`config.mk`:
```
export PLATFORM = sky130hd
export DESIGN_NAME = dual_curtain_motor_controller
export DESIGN_NICKNAME = d
export VERILOG_FILES = /design/src/hdl/dcmc_pkg.sv /design/src/hdl/dcmc_keys.sv /design/src/hdl/dcmc_channel.sv /design/src/hdl/dual_curtain_motor_controller.sv
export SDC_FILE = /design/constraint.sdc
export NUM_CORES = 1
export LEC_CHECK = 0
export ABC_AREA = 1
export CORE_AREA = 8 8 212 214
export DETAILED_ROUTE_END_ITERATION = 7
export DIE_AREA = 0 0 220 222
export DONT_BUFFER_PORTS = 1
export HOLD_SLACK_MARGIN = 0.1
export SYNTH_ARGS = -nofsm -noshare
export SYNTH_HDL_FRONTEND = slang
export SYNTH_SLANG_ARGS = --single-unit
```
`constraint.sdc`:
```
create_clock -name clk_i -period 3.5 [get_ports clk_i]
set_input_delay 0 -clock clk_i [delete_from_list [all_inputs] [get_ports clk_i]]
set_output_delay 0 -clock clk_i [all_outputs]
set_load 0.05 [all_outputs]
```
`src/hdl/dcmc_pkg.sv`:
```
// Package for the dual curtain motor controller: request and result structs,
// register indexes, state encodings and reset values. No dependencies.
package dcmc_pkg;

  // Configuration port
  localparam int CFG_IDX_W  = 3;
  localparam int CFG_DATA_W = 16;

  localparam logic [CFG_IDX_W-1:0] CFG_RUN_TICKS     = 3'd0;
  localparam logic [CFG_IDX_W-1:0] CFG_DEAD_TICKS    = 3'd1;
  localparam logic [CFG_IDX_W-1:0] CFG_PRESS_COUNT   = 3'd2;
  localparam logic [CFG_IDX_W-1:0] CFG_LED_ON_LEVEL  = 3'd3;
  localparam logic [CFG_IDX_W-1:0] CFG_LED_OFF_LEVEL = 3'd4;

  // Register reset values
  localparam logic [15:0] RUN_TICKS_RST     = 16'd600;
  localparam logic [15:0] DEAD_TICKS_RST    = 16'd5;
  localparam logic [1:0]  PRESS_COUNT_RST   = 2'd2;
  localparam logic [7:0]  LED_ON_LEVEL_RST  = 8'd128;
  localparam logic [7:0]  LED_OFF_LEVEL_RST = 8'd8;

  localparam int TIMER_BITS_DEF = 16;

  // Request kinds
  localparam logic [1:0] REQ_KEY    = 2'd0;
  localparam logic [1:0] REQ_TICK   = 2'd1;
  localparam logic [1:0] REQ_REMOTE = 2'd2;

  // Remote commands
  localparam logic [1:0] CMD_OPEN  = 2'd0;
  localparam logic [1:0] CMD_STOP  = 2'd1;
  localparam logic [1:0] CMD_CLOSE = 2'd2;

  // Reported state codes
  localparam logic [2:0] CODE_STOP     = 3'd0;
  localparam logic [2:0] CODE_OPEN     = 3'd1;
  localparam logic [2:0] CODE_CLOSE    = 3'd2;
  localparam logic [2:0] CODE_TO_OPEN  = 3'd3;
  localparam logic [2:0] CODE_TO_CLOSE = 3'd4;

  // Motor state machine, one-hot
  typedef enum logic [4:0] {
    ST_STOP     = 5'b00001,
    ST_OPEN     = 5'b00010,
    ST_CLOSE    = 5'b00100,
    ST_TO_OPEN  = 5'b01000,
    ST_TO_CLOSE = 5'b10000
  } motor_st_e;

  typedef struct packed {
    logic [1:0] req_type;
    logic [3:0] key_levels;
    logic       channel;
    logic [1:0] command;
  } req_t;

  typedef struct packed {
    logic [2:0] state_a;
    logic [2:0] state_b;
    logic [3:0] relays;
    logic [7:0] led_open_a;
    logic [7:0] led_open_b;
    logic [7:0] led_close_a;
    logic [7:0] led_close_b;
    logic       changed;
  } rsp_t;

  // Per-channel control for one processed request
  typedef struct packed {
    logic       key_open;
    logic       key_close;
    logic       tick;
    logic       remote;
    logic [1:0] command;
  } ch_ctrl_t;

  // Per-channel status after the request
  typedef struct packed {
    logic [2:0] state;
    logic       changed;
  } ch_stat_t;

  function automatic logic [2:0] st_code(motor_st_e st);
    logic [2:0] code;
    case (st)
      ST_OPEN:     code = CODE_OPEN;
      ST_CLOSE:    code = CODE_CLOSE;
      ST_TO_OPEN:  code = CODE_TO_OPEN;
      ST_TO_CLOSE: code = CODE_TO_CLOSE;
      default:     code = CODE_STOP;
    endcase
    return code;
  endfunction

endpackage

```
`src/hdl/dcmc_keys.sv`:
```
// Key debounce: four saturating hold counters and press detection.
// Does not depend on dcmc_pkg; its widths are local.
module dcmc_keys (
  input  logic       clk_i,
  input  logic       rst_ni,
  input  logic       sample_i,
  input  logic [3:0] key_levels_i,
  input  logic [1:0] press_count_i,
  output logic [3:0] fire_o
);

  logic [1:0] cnt_q [4];
  logic [1:0] cnt_d [4];

  // Count held keys, fire on the sample that reaches the press count
  always_comb begin
    for (int k = 0; k < 4; k++) begin
      cnt_d[k]  = cnt_q[k];
      fire_o[k] = 1'b0;
      if (sample_i) begin
        if (!key_levels_i[k]) begin
          if (cnt_q[k] != 2'd3) begin
            cnt_d[k]  = cnt_q[k] + 2'd1;
            fire_o[k] = (cnt_d[k] == press_count_i);
          end
        end else begin
          cnt_d[k] = 2'd0;
        end
      end
    end
  end

  always_ff @(posedge clk_i or negedge rst_ni) begin
    if (!rst_ni) begin
      for (int k = 0; k < 4; k++) cnt_q[k] <= 2'd0;
    end else begin
      for (int k = 0; k < 4; k++) cnt_q[k] <= cnt_d[k];
    end
  end

endmodule

```
`src/hdl/dcmc_channel.sv`:
```
// One motor channel: state machine, seen-state tracking and run/dead timer.
// Depends on dcmc_pkg (motor_st_e, ch_ctrl_t, ch_stat_t, command codes).
module dcmc_channel #(
  parameter int TIMER_BITS = dcmc_pkg::TIMER_BITS_DEF
) (
  input  logic               clk_i,
  input  logic               rst_ni,
  input  dcmc_pkg::ch_ctrl_t ctrl_i,
  input  logic [15:0]        run_ticks_i,
  input  logic [15:0]        dead_ticks_i,
  output dcmc_pkg::ch_stat_t stat_o
);

  dcmc_pkg::motor_st_e st_q, st_d;
  dcmc_pkg::motor_st_e seen_q, seen_d;
  logic [TIMER_BITS-1:0] tmr_q, tmr_d;
  logic [TIMER_BITS-1:0] tmr_load;
  logic [TIMER_BITS-1:0] tmr_dec;
  logic                  chg;

  // Timer after a possible reload on a state change
  always_comb begin
    chg = (seen_q != st_q);
    if (!chg) begin
      tmr_load = tmr_q;
    end else if (st_q == dcmc_pkg::ST_OPEN || st_q == dcmc_pkg::ST_CLOSE) begin
      tmr_load = TIMER_BITS'(run_ticks_i);
    end else begin
      tmr_load = TIMER_BITS'(dead_ticks_i);
    end
    tmr_dec = tmr_load - TIMER_BITS'(1);
  end

  // Next state for the current request
  always_comb begin
    st_d    = st_q;
    seen_d  = seen_q;
    tmr_d   = tmr_q;
    if (ctrl_i.key_open) begin
      st_d = (st_q == dcmc_pkg::ST_STOP) ? dcmc_pkg::ST_OPEN : dcmc_pkg::ST_STOP;
    end else if (ctrl_i.key_close) begin
      st_d = (st_q == dcmc_pkg::ST_STOP) ? dcmc_pkg::ST_CLOSE : dcmc_pkg::ST_STOP;
    end else if (ctrl_i.tick) begin
      seen_d = st_q;
      tmr_d  = tmr_load;
      if (tmr_load != '0) begin
        tmr_d = tmr_dec;
        if (tmr_dec == '0) begin
          case (st_q)
            dcmc_pkg::ST_TO_CLOSE: st_d = dcmc_pkg::ST_CLOSE;
            dcmc_pkg::ST_TO_OPEN:  st_d = dcmc_pkg::ST_OPEN;
            default:               st_d = dcmc_pkg::ST_STOP;
          endcase
        end
      end
    end else if (ctrl_i.remote) begin
      case (ctrl_i.command)
        dcmc_pkg::CMD_OPEN: begin
          if (st_q == dcmc_pkg::ST_STOP || st_q == dcmc_pkg::ST_TO_CLOSE) begin
            st_d = dcmc_pkg::ST_OPEN;
          end else if (st_q == dcmc_pkg::ST_CLOSE) begin
            st_d = dcmc_pkg::ST_TO_OPEN;
          end
        end
        dcmc_pkg::CMD_STOP: st_d = dcmc_pkg::ST_STOP;
        dcmc_pkg::CMD_CLOSE: begin
          if (st_q == dcmc_pkg::ST_STOP || st_q == dcmc_pkg::ST_TO_OPEN) begin
            st_d = dcmc_pkg::ST_CLOSE;
          end else if (st_q == dcmc_pkg::ST_OPEN) begin
            st_d = dcmc_pkg::ST_TO_CLOSE;
          end
        end
        default: st_d = st_q;  // unused command
      endcase
    end
  end

  assign stat_o.state   = dcmc_pkg::st_code(st_d);
  assign stat_o.changed = ctrl_i.tick & chg;

  always_ff @(posedge clk_i or negedge rst_ni) begin
    if (!rst_ni) begin
      st_q   <= dcmc_pkg::ST_STOP;
      seen_q <= dcmc_pkg::ST_STOP;
      tmr_q  <= '0;
    end else begin
      st_q   <= st_d;
      seen_q <= seen_d;
      tmr_q  <= tmr_d;
    end
  end

endmodule

```
`src/hdl/dual_curtain_motor_controller.sv`:
```
// Top level of the dual curtain motor controller; uses dcmc_pkg, dcmc_keys, dcmc_channel.
// Flow: a request is captured in the input register, and its result is registered in the
// output register when the result slot is free or its result is being taken.
// Throughput: one request per cycle. A stalled result stops processing; the input
// register takes one more request, then ready drops until the result is taken.
// Reset clears key counters, motor states and timers and loads the register defaults.
module dual_curtain_motor_controller #(
  parameter int TIMER_BITS = dcmc_pkg::TIMER_BITS_DEF
) (
  input  logic                          clk_i,
  input  logic                          rst_ni,
  input  logic                          in_valid_i,
  output logic                          in_ready_o,
  input  dcmc_pkg::req_t                in_data_i,
  output logic                          out_valid_o,
  input  logic                          out_ready_i,
  output dcmc_pkg::rsp_t                out_data_o,
  input  logic                          cfg_we_i,
  input  logic [dcmc_pkg::CFG_IDX_W-1:0]  cfg_idx_i,
  input  logic [dcmc_pkg::CFG_DATA_W-1:0] cfg_wdata_i
);

  logic [15:0] run_ticks_q, dead_ticks_q;
  logic [1:0]  press_count_q;
  logic [7:0]  led_on_q, led_off_q;

  logic           in_valid_q;
  dcmc_pkg::req_t in_q;
  logic           out_valid_q;
  dcmc_pkg::rsp_t out_q, out_d;
  logic           advance;
  logic           key_sample;
  logic [3:0]     fire;

  dcmc_pkg::ch_ctrl_t ctrl_a, ctrl_b;
  dcmc_pkg::ch_stat_t stat_a, stat_b;

  // Configuration registers
  always_ff @(posedge clk_i or negedge rst_ni) begin
    if (!rst_ni) begin
      run_ticks_q   <= dcmc_pkg::RUN_TICKS_RST;
      dead_ticks_q  <= dcmc_pkg::DEAD_TICKS_RST;
      press_count_q <= dcmc_pkg::PRESS_COUNT_RST;
      led_on_q      <= dcmc_pkg::LED_ON_LEVEL_RST;
      led_off_q     <= dcmc_pkg::LED_OFF_LEVEL_RST;
    end else if (cfg_we_i) begin
      case (cfg_idx_i)
        dcmc_pkg::CFG_RUN_TICKS:     run_ticks_q   <= cfg_wdata_i;
        dcmc_pkg::CFG_DEAD_TICKS:    dead_ticks_q  <= cfg_wdata_i;
        dcmc_pkg::CFG_PRESS_COUNT:   press_count_q <= cfg_wdata_i[1:0];
        dcmc_pkg::CFG_LED_ON_LEVEL:  led_on_q      <= cfg_wdata_i[7:0];
        dcmc_pkg::CFG_LED_OFF_LEVEL: led_off_q     <= cfg_wdata_i[7:0];
        default: ;
      endcase
    end
  end

  // Handshake: process the held request when the result slot is free or being taken
  assign advance     = in_valid_q & (~out_valid_q | out_ready_i);
  assign in_ready_o  = ~in_valid_q | advance;
  assign out_valid_o = out_valid_q;
  assign out_data_o  = out_q;

  always_ff @(posedge clk_i or negedge rst_ni) begin
    if (!rst_ni) begin
      in_valid_q  <= 1'b0;
      out_valid_q <= 1'b0;
    end else begin
      if (in_valid_i && in_ready_o) begin
        in_valid_q <= 1'b1;
      end else if (advance) begin
        in_valid_q <= 1'b0;
      end
      if (advance) begin
        out_valid_q <= 1'b1;
      end else if (out_ready_i) begin
        out_valid_q <= 1'b0;
      end
    end
  end

  always_ff @(posedge clk_i) begin
    if (in_valid_i && in_ready_o) in_q <= in_data_i;
    if (advance) out_q <= out_d;
  end

  // Decode request into per-channel controls
  assign key_sample = advance & (in_q.req_type == dcmc_pkg::REQ_KEY);

  always_comb begin
    ctrl_a.key_open  = fire[0];
    ctrl_a.key_close = fire[2];
    ctrl_b.key_open  = fire[1];
    ctrl_b.key_close = fire[3];
    ctrl_a.tick      = 1'b0;
    ctrl_a.remote    = 1'b0;
    ctrl_b.tick      = 1'b0;
    ctrl_b.remote    = 1'b0;
    ctrl_a.command   = in_q.command;
    ctrl_b.command   = in_q.command;
    if (advance) begin
      case (in_q.req_type)
        dcmc_pkg::REQ_TICK: begin
          ctrl_a.tick = 1'b1;
          ctrl_b.tick = 1'b1;
        end
        dcmc_pkg::REQ_REMOTE: begin
          ctrl_a.remote = ~in_q.channel;
          ctrl_b.remote = in_q.channel;
        end
        default: ;  // key samples via fire, unused type does nothing
      endcase
    end
  end

  dcmc_keys u_keys (
    .clk_i         (clk_i),
    .rst_ni        (rst_ni),
    .sample_i      (key_sample),
    .key_levels_i  (in_q.key_levels),
    .press_count_i (press_count_q),
    .fire_o        (fire)
  );

  dcmc_channel #(.TIMER_BITS(TIMER_BITS)) u_chan_a (
    .clk_i        (clk_i),
    .rst_ni       (rst_ni),
    .ctrl_i       (ctrl_a),
    .run_ticks_i  (run_ticks_q),
    .dead_ticks_i (dead_ticks_q),
    .stat_o       (stat_a)
  );

  dcmc_channel #(.TIMER_BITS(TIMER_BITS)) u_chan_b (
    .clk_i        (clk_i),
    .rst_ni       (rst_ni),
    .ctrl_i       (ctrl_b),
    .run_ticks_i  (run_ticks_q),
    .dead_ticks_i (dead_ticks_q),
    .stat_o       (stat_b)
  );

  // Result: states after the request, relay bits and LED levels
  always_comb begin
    out_d.state_a   = stat_a.state;
    out_d.state_b   = stat_b.state;
    out_d.relays[0] = (stat_a.state == dcmc_pkg::CODE_OPEN);
    out_d.relays[1] = (stat_a.state == dcmc_pkg::CODE_CLOSE);
    out_d.relays[2] = (stat_b.state == dcmc_pkg::CODE_OPEN);
    out_d.relays[3] = (stat_b.state == dcmc_pkg::CODE_CLOSE);
    out_d.led_open_a  = out_d.relays[0] ? led_on_q : led_off_q;
    out_d.led_close_a = out_d.relays[1] ? led_on_q : led_off_q;
    out_d.led_open_b  = out_d.relays[2] ? led_on_q : led_off_q;
    out_d.led_close_b = out_d.relays[3] ? led_on_q : led_off_q;
    out_d.changed     = stat_a.changed | stat_b.changed;
  end

endmodule

```
Yosys cells after proc, flatten, opt, wreduce, memory -nomap -nowiden
Cells that the tools add are included.
Widths: inputs -> output; s select.
{"block": "word_totals", "ff_bits": 164, "latch_bits": 0, "ramBits": 0, "rom_bits": 0, "in_bits": 33, "output_inout_bits": 45, "mem_count": 0}
{"block": "op_classes", "n_addsub": 6, "n_mul": 0, "div": 0, "n_lt_le_gt_ge": 0, "eq_ne": 40, "shift": 0, "n_mux": 69, "n_bitwise": 14, "reduce_logical": 31}
{"operator": "$mux 5", "n": 20}
{"operator": "$mux 16", "n": 6}
{"operator": "$logic_not 16->1", "n": 2}
{"operator": "$mux 8", "n": 4}
{"operator": "$reduce_bool 16->1", "n": 2}
{"operator": "$sub 16x1->16 const B", "n": 2}
{"operator": "$pmux 5 s3", "n": 2}
{"operator": "$mux 2", "n": 12}
{"operator": "$pmux 3 s4", "n": 2}
{"operator": "$eq 5x2->1 const B", "n": 4}
{"operator": "$eq 5x3->1 const B", "n": 4}
{"operator": "$eq 5x4->1 const B", "n": 4}
{"operator": "$eq 5x5->1 const B", "n": 4}
{"operator": "$mux 1", "n": 19}
{"operator": "$reduce_and 2->1", "n": 9}
{"operator": "$eq 3x2->1 const B", "n": 4}
{"operator": "$pmux 3 s2", "n": 2}
{"operator": "$reduce_bool 2->1", "n": 6}
{"operator": "$eq 5x1->1 const B", "n": 2}
{"operator": "$ne 5x5->1", "n": 2}
{"operator": "$eq 3x1->1 const B", "n": 3}
{"operator": "$add 2x1->2 const B", "n": 4}
{"operator": "$eq 2x2->1", "n": 4}
{"operator": "$ne 2x2->1 const B", "n": 4}
{"operator": "12 further kinds", "n": 33}

Depth between registers and ports, before layout
{"block": "depth", "ltp_word": 15, "ltp_mapped": 30}

Modules after synthesis
From an unflattened synthesis, not the netlist that was laid out.
{"block": "unflattened", "cells_unflattened": 1440, "hier_area_um2": 10815.4}
{"module": "dcmc_channel", "n_inst": 2, "cells_each": 475, "area_per_inst_um2": 3024.2, "seq_area_each_um2": 653.1}
{"module": "dual_curtain_motor_controller", "n_inst": 1, "cells_each": 414, "area_per_inst_um2": 4215.3, "seq_area_each_um2": 2874.0}
{"module": "dcmc_keys", "n_inst": 1, "cells_each": 76, "area_per_inst_um2": 551.8, "seq_area_each_um2": 200.2}

Worst setup path before layout
OpenSTA, ideal clock, no wires.
{"block": "synth_path", "path_kind": "register to register", "start": "register out_valid_q, in the netlist out_valid_o", "end": "register out_q, in the netlist out_data_o[10], data pin", "setup_time_ns": 0.252, "arrival_ns": 3.438, "required_time_ns": 3.248, "slack_ns": -0.190, "stages_incl_launch_ff": 17, "synth_period_minus_slack_ns": 3.690, "cell_sequence": "dfrtp_1 -> nand2_1 -> nand2_1 -> inv_1 -> nand2_1 -> nor4_1 -> inv_1 -> nand2_1 -> inv_1 -> o211ai_1 -> nand2_1 -> a21oi_4 -> nand2_4 -> nor2_8 -> nand2_4 -> nand2_1 -> nand2_1"}
{"item": "start: declaration", "line": "dual_curtain_motor_controller.sv:29", "source": "logic out_valid_q;"}
{"item": "start signal: assignment", "line": "dual_curtain_motor_controller.sv:67", "source": "out_valid_q <= 1'b0;"}
{"item": "start signal: assignment", "line": "dual_curtain_motor_controller.sv:75", "source": "out_valid_q <= 1'b1;"}
{"item": "start signal: assignment", "line": "dual_curtain_motor_controller.sv:77", "source": "out_valid_q <= 1'b0;"}
{"item": "end signal: assignment", "line": "dual_curtain_motor_controller.sv:84", "source": "if (advance) out_q <= out_d;"}
{"item": "end: declaration", "line": "dual_curtain_motor_controller.sv:30", "source": "dcmc_pkg::rsp_t out_q, out_d;"}

==> flow_summary.json <==
{
  "fin_skew_ps": 18.8,
  "synth_area_leaders": "dfrtp_1 (24%), nand2_1 (17%), edfxtp_1 (15%)",
  "yosysTopAreaCell": "dfrtp_1",
  "io-pin-count": 78,
  "area_delta_synth_final_pct": 39.9,
  "grt_pass1_vias": 9636,
  "p_leak_nw": 6.56,
  "start_util_pct": 24.7,
  "cts_buffers": 17,
  "htree_num_levels": 4,
  "rsz0062_at_grt": "true",
  "diodes": 0,
  "pre_cts_ws_ps": -179,
  "drt-pass1-iter-count": 7,
  "p_per_area_nw_per_um2": 920,
  "gr-usage-all-layers_pct": 12.8,
  "end_kind": "flip-flop",
  "met2_usage_pct": 22.0,
  "antenna_found_initial": 0,
  "ys_seq_elements": 164,
  "setup_viol": 40,
  "die_w_microns": 220,
  "dp.cells": 1998,
  "ff2ff_setup_slack_ps": -160,
  "status": "finished, violations left",
  "grt_max_degree": 113,
  "ys_seq_area_share_pct": 42.8,
  "syn_inst": 1389,
  "worst_ep_arrival_time_ps": 3860,
  "ant_nets": 0,
  "crit_type": "reg -> reg",
  "synth.top_cell.area_share_pct": 24.2,
  "max_freq_mhz": 273,
  "fillers": 4249,
  "worst_slack_ps": -157,
  "cap_violations": 0,
  "syn-cell-area_sq_um": 10200,
  "ys_warn_count": 0,
  "vias": 10200,
  "use_met3_pct": 1.86,
  "num_rows": 75,
  "path_clk_slew_ps": 80,
  "worst_pin_slew_ps": 1180,
  "cts_buffer_depth": 2,
  "hold_viol_final": 0,
  "drive_above_1_share_pct": 32.8,
  "die-area_sq_um": 48800,
  "clock_tree.root_cell": "clkbuf_16",
  "place_hpwl_mm": 23.0,
  "start_kind": "flip-flop",
  "violations": "negative setup slack",
  "final_area_sq_um": 14300,
  "hold_class": "in -> async",
  "cts.sinks": 164,
  "critPathRequiredTime_ps": 3710,
  "period_minus_slack_ps": 3660,
  "drc": 0,
  "routedWlPerCell_microns": 15.8,
  "syn_area_per_cell_sq_um": 7.38,
  "routed_via_density": 4.79,
  "grt_pass1_wl_mm": 50.9,
  "grt-busiest-layer": "met2",
  "path_max_fanout": 9,
  "grtUsageMet1_pct": 16.0,
  "synth_nets": 1432,
  "nNetsFinal": 1626,
  "r2r_cells": 23,
  "ir_worst_vdd_uv": 491,
  "clk_latency_ps": 440,
  "finalSetupTns_ps": -4270,
  "ys_types": 46,
  "die_h_microns": 222,
  "postRouteWirelength_mm": 33.8,
  "cts_tree": "done",
  "io_buffers": 0,
  "globalRoute.totalOverflow": 0,
  "slew_violations": 0,
  "relSlewSlack_pct": 20.9,
  "min_period_over_period_pct": 104,
  "place_congestion": 0.909,
  "post_dp_cell_area_sq_um": 11600,
  "fin_cells": 2135,
  "drt-initial-drc-count": 723,
  "core-area_sq_um": 41500
}
stage by stage:
step	power [mW]	hold WS (ps)	utilization, %
after floorplan	6.86	-296	-
after global placement	8.84	-291	28.0
after detailed placement	8.88	-293	28.0
after CTS	11.7	111	31.9
after global routing	14.0	168	34.6
final	13.2	119	34.6
layout make-up:
class / count / area [sq um] / share of cell area, %
clock buffers: 17 / 425 / 2.97
clock inverters: 15 / 190 / 1.33
inverters: 154 / 602 / 4.20
multi-input cells: 1023 / 6010 / 41.9
flip-flops and latches: 164 / 4380 / 30.6
well taps: 539 / 674 / 4.71
repair buffers: 223 / 2050 / 14.3
placed cells by master (no fill, tap or decap), types with 3 or more instances in the layout:
cell type      instances
nor2_2                22
clkinv_4               3
inv_2                 15
o21ai_1                5
nand2_2              103
edfxtp_1              52
buf_8                  3
o21a_1                 4
inv_8                  4
nor2_4                36
clkbuf_16             20
o31ai_1                9
a21oi_1                9
buf_6                 20
nand2_8                3
buf_12                 8
o211ai_1               8
inv_1                131
dlygate4sd3_1         33
nor3_1                 6
nand2_4               30
ha_1                   6
dfstp_2               13
nand4_1               51
nor2_1                54
ha_4                   3
o21ai_0              102
nor4_1                 9
inv_4                  5
nand3_2               34
nand3_4               16
clkinv_8               6
nand3_1              119
o21ai_4                3
nand2_1              366
buf_4                154
dfrtp_1               97
cells by family after synthesis:
group	share of synthesized area (%)
simple gates	38.7
buf+inv	8.49
flops	42.8
compound gates	8.41
fa+ha+maj	1.22
xor+xnor	0.415
what timing repair did:
| item | 4_1_cts | 5_1_grt |
|---|---|---|
| cloned | 1 | 6 |
| gates resized for setup | 80 | 224 |
| hold endpoints to repair | 182 | 0 |
| pin swaps | 15 | 83 |
| hold buffers | 34 | 0 |
| setup buffers | 38 | 30 |
| endpoints found under the setup margin | 41 | 44 |
final timing paths:
path                                  start          endpoint
setup / recovery           u_chan_b.st_q[0]     out_data_o[1]
hold / removal                       rst_ni   u_keys.cnt_q[7]
setup reg to reg           u_chan_b.st_q[0]     out_data_o[1]
hold reg to reg             dead_ticks_q[8]   dead_ticks_q[8]
max in group asynchronous            rst_ni  u_chan_a.st_q[3]
min in group clk_i             cfg_idx_i[1]       led_on_q[7]
metal layers:
layer / vias up / share of wire [%]
li1: 4951 / -
met4: 0 / 3.1
met2: 325 / 51
met3: 74 / 4.2
met1: 4879 / 42
met5: - / 0
report_power, final:
part           internal (mW)  switching (mW)  leakage [nW]  total [mW]
clock network          0.973           0.964         0.293        1.94
logic                   3.27            4.62          4.37        7.89
registers               2.58           0.777          1.89        3.36
synthesized netlist by cell type (all sizes together):
library cell / number
o22ai: 2
o41ai: 1
nor4: 9
nand2: 500
ha: 10
nor3: 9
xnor2: 2
nor2: 114
xor2: 2
o21a: 4
clkinv: 2
nand3b: 2
nand3: 169
o211ai: 8
edfxtp: 52
buf: 32
dfstp: 13
o31ai: 10
a221o: 1
o311ai: 1
o21ai: 112
nor2b: 1
dfrtp: 99
nand4: 51
a22o: 1
a31oi: 1
inv: 152
a21oi: 11
clkbuf: 18
sequential cells by signal, summed over array words and instances (netlist names):
signal / count
out_data_o: 43
dead_ticks_q: 16
run_ticks_q: 16
u_chan_a.tmr_q: 16
u_chan_b.tmr_q: 16
led_off_q: 8
led_on_q: 8
u_keys.cnt_q: 8
in_q: 7
u_chan_a.seen_q: 5
u_chan_a.st_q: 5
u_chan_b.seen_q: 5
u_chan_b.st_q: 5
ctrl_a: 2
press_count_q: 2
in_valid_q: 1
out_valid_o: 1
worst max-delay path, stage by stage (launching register included):
cell and delay, ps:
dfstp_2 580, buf_4 130, nor2_4 40, nand3_4 80, nand2_4 80, buf_4 170, nand2_1 100, nand3_2 110
nand2_2 180, nand2_1 120, nor2_1 250, nand4_1 150, nand2_1 160, inv_1 80, nor2_4 150, nand3_4 130
nand2_2 90, nand3_2 110, a21oi_2 210, nand2_2 100, nor2_4 130, nand2_4 100, nand2_1 80, nand2_1 60
Power figures use the tool's default switching activity.
